--- src/rtl/wlh_pkg.sv ---
package wlh_pkg;

    localparam int TASK_SLOTS = 1024;
    localparam int GROUPS     = 64;
    localparam int BINS       = 27;

    localparam int ACT_W      = 2;
    localparam int TASK_W     = 10;
    localparam int TS_W       = 64;
    localparam int GRP_W      = 6;
    localparam int BIN_W      = 5;
    localparam int STAT_W     = 3;
    localparam int SCALED_W   = 55;
    localparam int CNT_W      = 64;

    localparam int TASK_AW    = $clog2(TASK_SLOTS);
    localparam int GRP_AW     = $clog2(GROUPS);
    localparam int BIN_DEPTH  = GROUPS * BINS;
    localparam int BIN_AW     = $clog2(BIN_DEPTH);

    // clearing pass walks the deepest store, the others ride along
    localparam int CLEAR_LEN  = (BIN_DEPTH > TASK_SLOTS) ? BIN_DEPTH : TASK_SLOTS;
    localparam int CLR_W      = $clog2(CLEAR_LEN);

    localparam int NS_PER_US  = 1000;
    localparam int NS_PER_MS  = 1000000;

    // unit divisors split into a power of two and an odd factor
    localparam int US_PRE_SHIFT  = 3;
    localparam int MS_PRE_SHIFT  = 6;
    localparam int US_ODD        = NS_PER_US >> US_PRE_SHIFT;
    localparam int MS_ODD        = NS_PER_MS >> MS_PRE_SHIFT;
    localparam int US_POST_SHIFT = TS_W - US_PRE_SHIFT + $clog2(US_ODD);
    localparam int MS_POST_SHIFT = TS_W - MS_PRE_SHIFT + $clog2(MS_ODD);

    localparam int MUL_W      = TS_W / 2;
    localparam int PART_W     = 2 * MUL_W;
    localparam int PROD_W     = 2 * TS_W;
    localparam int MUL_STEPS  = 4;
    localparam int MUL_STEP_W = $clog2(MUL_STEPS);

    // rounded-up reciprocals; the odd factors never divide a power of two
    localparam logic [TS_W-1:0] US_RECIP =
        TS_W'((PROD_W'(1) << US_POST_SHIFT) / PROD_W'(US_ODD) + PROD_W'(1));
    localparam logic [TS_W-1:0] MS_RECIP =
        TS_W'((PROD_W'(1) << MS_POST_SHIFT) / PROD_W'(MS_ODD) + PROD_W'(1));

    localparam logic [ACT_W-1:0] ACT_WAKEUP = 2'd0;
    localparam logic [ACT_W-1:0] ACT_SWITCH = 2'd1;
    localparam logic [ACT_W-1:0] ACT_READ   = 2'd2;

    localparam logic [STAT_W-1:0] STAT_RECORDED = 3'd0;
    localparam logic [STAT_W-1:0] STAT_MEASURED = 3'd1;
    localparam logic [STAT_W-1:0] STAT_NO_START = 3'd2;
    localparam logic [STAT_W-1:0] STAT_IGNORED  = 3'd3;
    localparam logic [STAT_W-1:0] STAT_READ     = 3'd4;

    typedef enum logic [2:0] {
        S_CLEAR,
        S_IDLE,
        S_LOOK,
        S_DIV,
        S_BIN_RD,
        S_UPDATE
    } state_t;

    typedef struct packed {
        logic               rd_en;
        logic               wr_en;
        logic [TASK_AW-1:0] addr;
        logic               wr_valid;
        logic [TS_W-1:0]    wr_ts;
    } time_req_t;

    typedef struct packed {
        logic            valid;
        logic [TS_W-1:0] ts;
    } time_rsp_t;

    typedef struct packed {
        logic              bin_rd;
        logic              bin_wr;
        logic [BIN_AW-1:0] bin_addr;
        logic [CNT_W-1:0]  bin_wdata;
        logic              grp_rd;
        logic              grp_wr;
        logic [GRP_AW-1:0] grp_addr;
        logic [TS_W-1:0]   grp_wsum;
        logic [CNT_W-1:0]  grp_wcnt;
    } hist_req_t;

    typedef struct packed {
        logic [CNT_W-1:0] bin_count;
        logic [TS_W-1:0]  grp_sum;
        logic [CNT_W-1:0] grp_cnt;
    } hist_rsp_t;

    typedef struct packed {
        logic [SCALED_W-1:0] quotient;
        logic [BIN_W-1:0]    bin;
    } scale_res_t;

    function automatic logic [BIN_W-1:0] clamp_bin(input logic [BIN_W-1:0] sel);
        logic [BIN_W-1:0] res;
        res = sel;
        if (32'(sel) >= BINS)
            res = BIN_W'(BINS - 1);
        return res;
    endfunction

    function automatic logic [BIN_AW-1:0] bin_addr(input logic [GRP_W-1:0] grp,
                                                   input logic [BIN_W-1:0] bin);
        logic [BIN_AW-1:0] res;
        res = BIN_AW'(grp) * BIN_AW'(BINS) + BIN_AW'(bin);
        return res;
    endfunction

endpackage

--- src/rtl/wlh_scale.sv ---
module wlh_scale (
    input  logic                        clk,
    input  logic                        rst_n,
    input  logic                        go,
    input  logic                        unit_is_ms,
    input  logic [wlh_pkg::TS_W-1:0]    dividend,
    output logic                        done,
    output wlh_pkg::scale_res_t         res
);

    logic                              run_reg;
    logic                              run_next;
    logic [wlh_pkg::MUL_STEP_W-1:0]    step_reg;
    logic [wlh_pkg::MUL_STEP_W-1:0]    step_next;
    logic                              ms_reg;
    logic [wlh_pkg::TS_W-1:0]          opa_reg;
    logic [wlh_pkg::TS_W-1:0]          opb_reg;
    logic [wlh_pkg::PROD_W-1:0]        acc_reg;
    logic [wlh_pkg::PROD_W-1:0]        acc_next;
    logic [wlh_pkg::MUL_W-1:0]         mul_a;
    logic [wlh_pkg::MUL_W-1:0]         mul_b;
    logic [wlh_pkg::PART_W-1:0]        partial;
    logic [wlh_pkg::PROD_W-1:0]        shifted;
    logic [wlh_pkg::SCALED_W-1:0]      quotient;

    assign done = run_reg && (step_reg == wlh_pkg::MUL_STEP_W'(wlh_pkg::MUL_STEPS - 1));

    // divide by 2^k times an odd factor: shift off 2^k, then multiply by the
    // rounded-up reciprocal of the odd factor, one 32x32 partial product a cycle
    assign mul_a   = step_reg[1] ? opa_reg[wlh_pkg::TS_W-1:wlh_pkg::MUL_W]
                                 : opa_reg[wlh_pkg::MUL_W-1:0];
    assign mul_b   = step_reg[0] ? opb_reg[wlh_pkg::TS_W-1:wlh_pkg::MUL_W]
                                 : opb_reg[wlh_pkg::MUL_W-1:0];
    assign partial = wlh_pkg::PART_W'(mul_a) * wlh_pkg::PART_W'(mul_b);

    always_comb
    begin
        shifted = wlh_pkg::PROD_W'(partial);
        if (step_reg == wlh_pkg::MUL_STEP_W'(wlh_pkg::MUL_STEPS - 1))
            shifted = wlh_pkg::PROD_W'(partial) << wlh_pkg::PART_W;
        else if (step_reg != '0)
            shifted = wlh_pkg::PROD_W'(partial) << wlh_pkg::MUL_W;
    end

    assign acc_next = acc_reg + shifted;

    always_comb
    begin
        run_next  = run_reg;
        step_next = step_reg;
        if (go)
        begin
            run_next  = 1'b1;
            step_next = '0;
        end
        else if (run_reg)
        begin
            step_next = step_reg + 1'b1;
            if (done)
            begin
                run_next = 1'b0;
            end
        end
    end

    always_ff @(posedge clk or negedge rst_n)
    begin
        if (!rst_n)
        begin
            run_reg  <= 1'b0;
            step_reg <= '0;
        end
        else
        begin
            run_reg  <= run_next;
            step_reg <= step_next;
        end
    end

    always_ff @(posedge clk)
    begin
        if (go)
        begin
            ms_reg  <= unit_is_ms;
            opa_reg <= unit_is_ms ? (dividend >> wlh_pkg::MS_PRE_SHIFT)
                                  : (dividend >> wlh_pkg::US_PRE_SHIFT);
            opb_reg <= unit_is_ms ? wlh_pkg::MS_RECIP : wlh_pkg::US_RECIP;
            acc_reg <= '0;
        end
        else if (run_reg)
        begin
            acc_reg <= acc_next;
        end
    end

    assign quotient = ms_reg ? acc_reg[wlh_pkg::MS_POST_SHIFT +: wlh_pkg::SCALED_W]
                             : acc_reg[wlh_pkg::US_POST_SHIFT +: wlh_pkg::SCALED_W];

    // floor log2 of the quotient, zero maps to bin 0, clamp to the last bin
    always_comb
    begin
        res.quotient = quotient;
        res.bin      = '0;
        for (int b = 1; b < wlh_pkg::BINS - 1; b++)
        begin
            if (quotient[b])
                res.bin = wlh_pkg::BIN_W'(b);
        end
        if (|quotient[wlh_pkg::SCALED_W-1:wlh_pkg::BINS-1])
            res.bin = wlh_pkg::BIN_W'(wlh_pkg::BINS - 1);
    end

endmodule

--- config.mk ---
export PLATFORM = sky130hd
export DESIGN_NAME = wlh_scale
export DESIGN_NICKNAME = d
export VERILOG_FILES = /design/src/rtl/wlh_pkg.sv /design/src/rtl/wlh_scale.sv
export SDC_FILE = /design/constraint.sdc
export NUM_CORES = 2
export LEC_CHECK = 0
export ABC_AREA = 1
export BUFFER_PORTS_ARGS = -buffer_cell sky130_fd_sc_hd__buf_4
export CAP_MARGIN = 20
export CORE_ASPECT_RATIO = 1.25
export CORE_UTILIZATION = 33
export DETAILED_ROUTE_END_ITERATION = 10
export PLACE_DENSITY_LB_ADDON = 0.3
export SYNTH_ARGS = -nofsm -noshare
export SYNTH_HDL_FRONTEND = slang
export SYNTH_SLANG_ARGS = --single-unit
--- constraint.sdc ---
create_clock -name clk -period 23.6 [get_ports clk]
set_input_delay 2.36 -clock clk [delete_from_list [all_inputs] [get_ports clk]]
set_output_delay 2.36 -clock clk [all_outputs]
set_load 0.005 [all_outputs]
==> metrics.txt <==
outcome finished, final reports clean; DR iter-0 viols 3,906; clk root buf clkbuf_16; Post-Synthesis Cells 6,401; Synth top area share 0.343; number of hold violations in the final report 0; warnings from Yosys 0; GRT Residual Overflow 0; dominant synthesized flop cell dfxtp_1; DP Cell Count 8,364; top cells by count, synth 1,718 x inv_1, 919 x nand2_1, 831 x fa_1, 745 x nor2_1, 452 x ha_1; Synth Area per Inst 7.57 sq um; wire per inst 23.7 um; Slew Viols, Final 0; synthesized cell area 0.0485 sq mm; leading area contributor after synthesis fa_1; slew at the pin closest to its max-slew limit around 1.1 ns; Residual DRC 0; area grow syn2layout 8.08%; clk buf depth 2; DRT Pass-1 Iters 6; hold buffers post-CTS 0; routed wire length 199,000 um; ys async rst share 0.0155; endpoints failing setup 0; DPL Wire Length around 180,000 um; Setup Buffers After CTS 0; Yosys reg bits 193; port buffer count 125; crit path time final 12.75 ns; Starting Density 0.334; Fin Setup TNS 0 ns; PostCTS Resize Cnt 0; cell count of the worst reg-to-reg path 42; fmax 78.4 MHz; Final nets ~7,800; most common cell in the netlist inv_1; Worst setup EP type register; Die Width 345 um; skew final 0.0278 ns; register area share after synthesis 0.0930; chip height between 400 and 500 um; worst min-delay path class reg -> reg; Max FO, Critical Path 32; drt via density 5.14; unrepaired setup endpoints after global routing no; fill count 15,800; Synth cell types 64; Critical Path Source step_reg[1]; reg2reg start step_reg[1]; Critical Path Most Common Cell inv_1; non-filler cells, final 8,398; Final Wtd Congestion 1.02; clock latency reported for the late side of the worst-skew pair 0.54 ns; Vias roughly 43,000; fin crit share 0.540; layout cells sized above 1 0.0583; vias in the first global route 44,600; htree depth 4; Arr. time, crit path roughly 13 ns; CP max stage delay 0.74 ns; max reg flops 127; syn nets 7,752; total core area approximately 0.15 sq mm; # rows 156; R2R setup slack 10.85 ns; CTS tree built; largest net degree at the start of global routing 77; critical path class reg -> reg; GRT Total Usage 0.271; max_cap viols 0; total CTS buffers 17; Reg clk slew, reported paths 0.09 ns; crit path to acc_reg[98]; initial antenna violation count 5; Synth area leaders fa_1 34%, inv_1 13%, ha_1 12%, nand2_1 7.1%, nor2_1 5.8%; IO Count 129; critical path required time roughly 24 ns; Max-slew headroom 0.246; FF-to-FF End acc_reg[98]; remaining antenna violation count 0; Post-synth EDFFs 63; CP max-delay cell o311ai_0; DIE AREA roughly 0.15 sq mm; global-route wire length before repair a little under 300,000 um; Num Clock Sinks 193; startpoint types register
cells by family (layout without fill, tap and decap cells):
group                      count (synthesis)  after routing  share of synthesized area
and+or+nand+nor                         1904           1904                      0.159
buffers and inverters                   1846           1946                      0.144
adders and majority gates               1283           1283                      0.460
AOI/OAI and AO/OA                       1083           1083                      0.128
DFF                                      193            193                     0.0930
xor gates and xnor gates                  92             92                     0.0168
other                                      0              1                          0
area by class of cell:
class	count	area, sq um	area share
diodes	1	2.50	0.0000478
clock buffers	17	425	0.00812
clock inverters	15	145	0.00277
inverters	1733	6500	0.124
multi-input cells	4362	37000	0.707
flip-flops and latches	193	4510	0.0861
well taps	1896	2370	0.0453
repair buffers	181	1380	0.0264
routing by layer:
layer	wire length, um	global-route usage	up-vias
met5	20	0	-
met4	14400	0.168	2
met3	12000	0.0293	432
met2	94000	0.447	1762
met1	78700	0.338	21200
li1	-	-	19800
through the flow:
stage	setup slack (ns)	utilization	cell area (sq um)	hold WS, ns
after floorplan	14.01	-	48500	0.433
after global placement	11.04	0.356	51800	0.444
after detailed placement	10.94	0.357	51800	0.449
after CTS	10.88	0.360	52300	0.465
after global routing	10.20	0.361	52400	0.480
final	10.85	0.361	52400	0.464
critical path, delay by kind of cell, from the launching register on:
kind                       cells  cell delay (ns)
adders and majority gates     10             5.19
buffers and inverters         13             1.95
and+or+nand+nor                8             1.77
xor gates and xnor gates       1             0.47
DFF                            1             0.33
AOI/OAI and AO/OA             10             2.87
placed cells by master (no fill, tap or decap), drive strengths merged, types with 3 or more instances in the layout:
cell type and count:
o211ai 11, nor2 746, o311ai 8, ha 452, a31oi 104, a21oi 419
nand4 33, inv 1734, buf 180, dfxtp 127, a21o 28, o22ai 67
a221oi 8, o21a 24, clkinv 12, nor3 26, nor4 18, a32o 10
dfrtp 3, xor2 31, clkbuf 17, edfxtp 63, o21bai 12, nand2 965
a21boi 9, xnor2 61, o21ai 371, or2 48, a211oi 4, fa 831
nand3 62
how the worst min path moves through the flow:
| stage | startpoint | endpoint | cells after the start |
|---|---|---|---|
| 6_report | acc_reg[18] | acc_reg[18] | 2 |
| 5_1_grt | acc_reg[52] | acc_reg[52] | 2 |
| 4_1_cts | acc_reg[54] | acc_reg[54] | 2 |
| 3_5_place_dp | acc_reg[62] | acc_reg[62] | 2 |
| 3_3_place_gp | acc_reg[64] | acc_reg[64] | 2 |
| 2_1_floorplan | acc_reg[14] | acc_reg[14] | 2 |
Power is not shown: default switching activity piles up to over one toggle a cycle in this logic, so the estimate is an artifact.
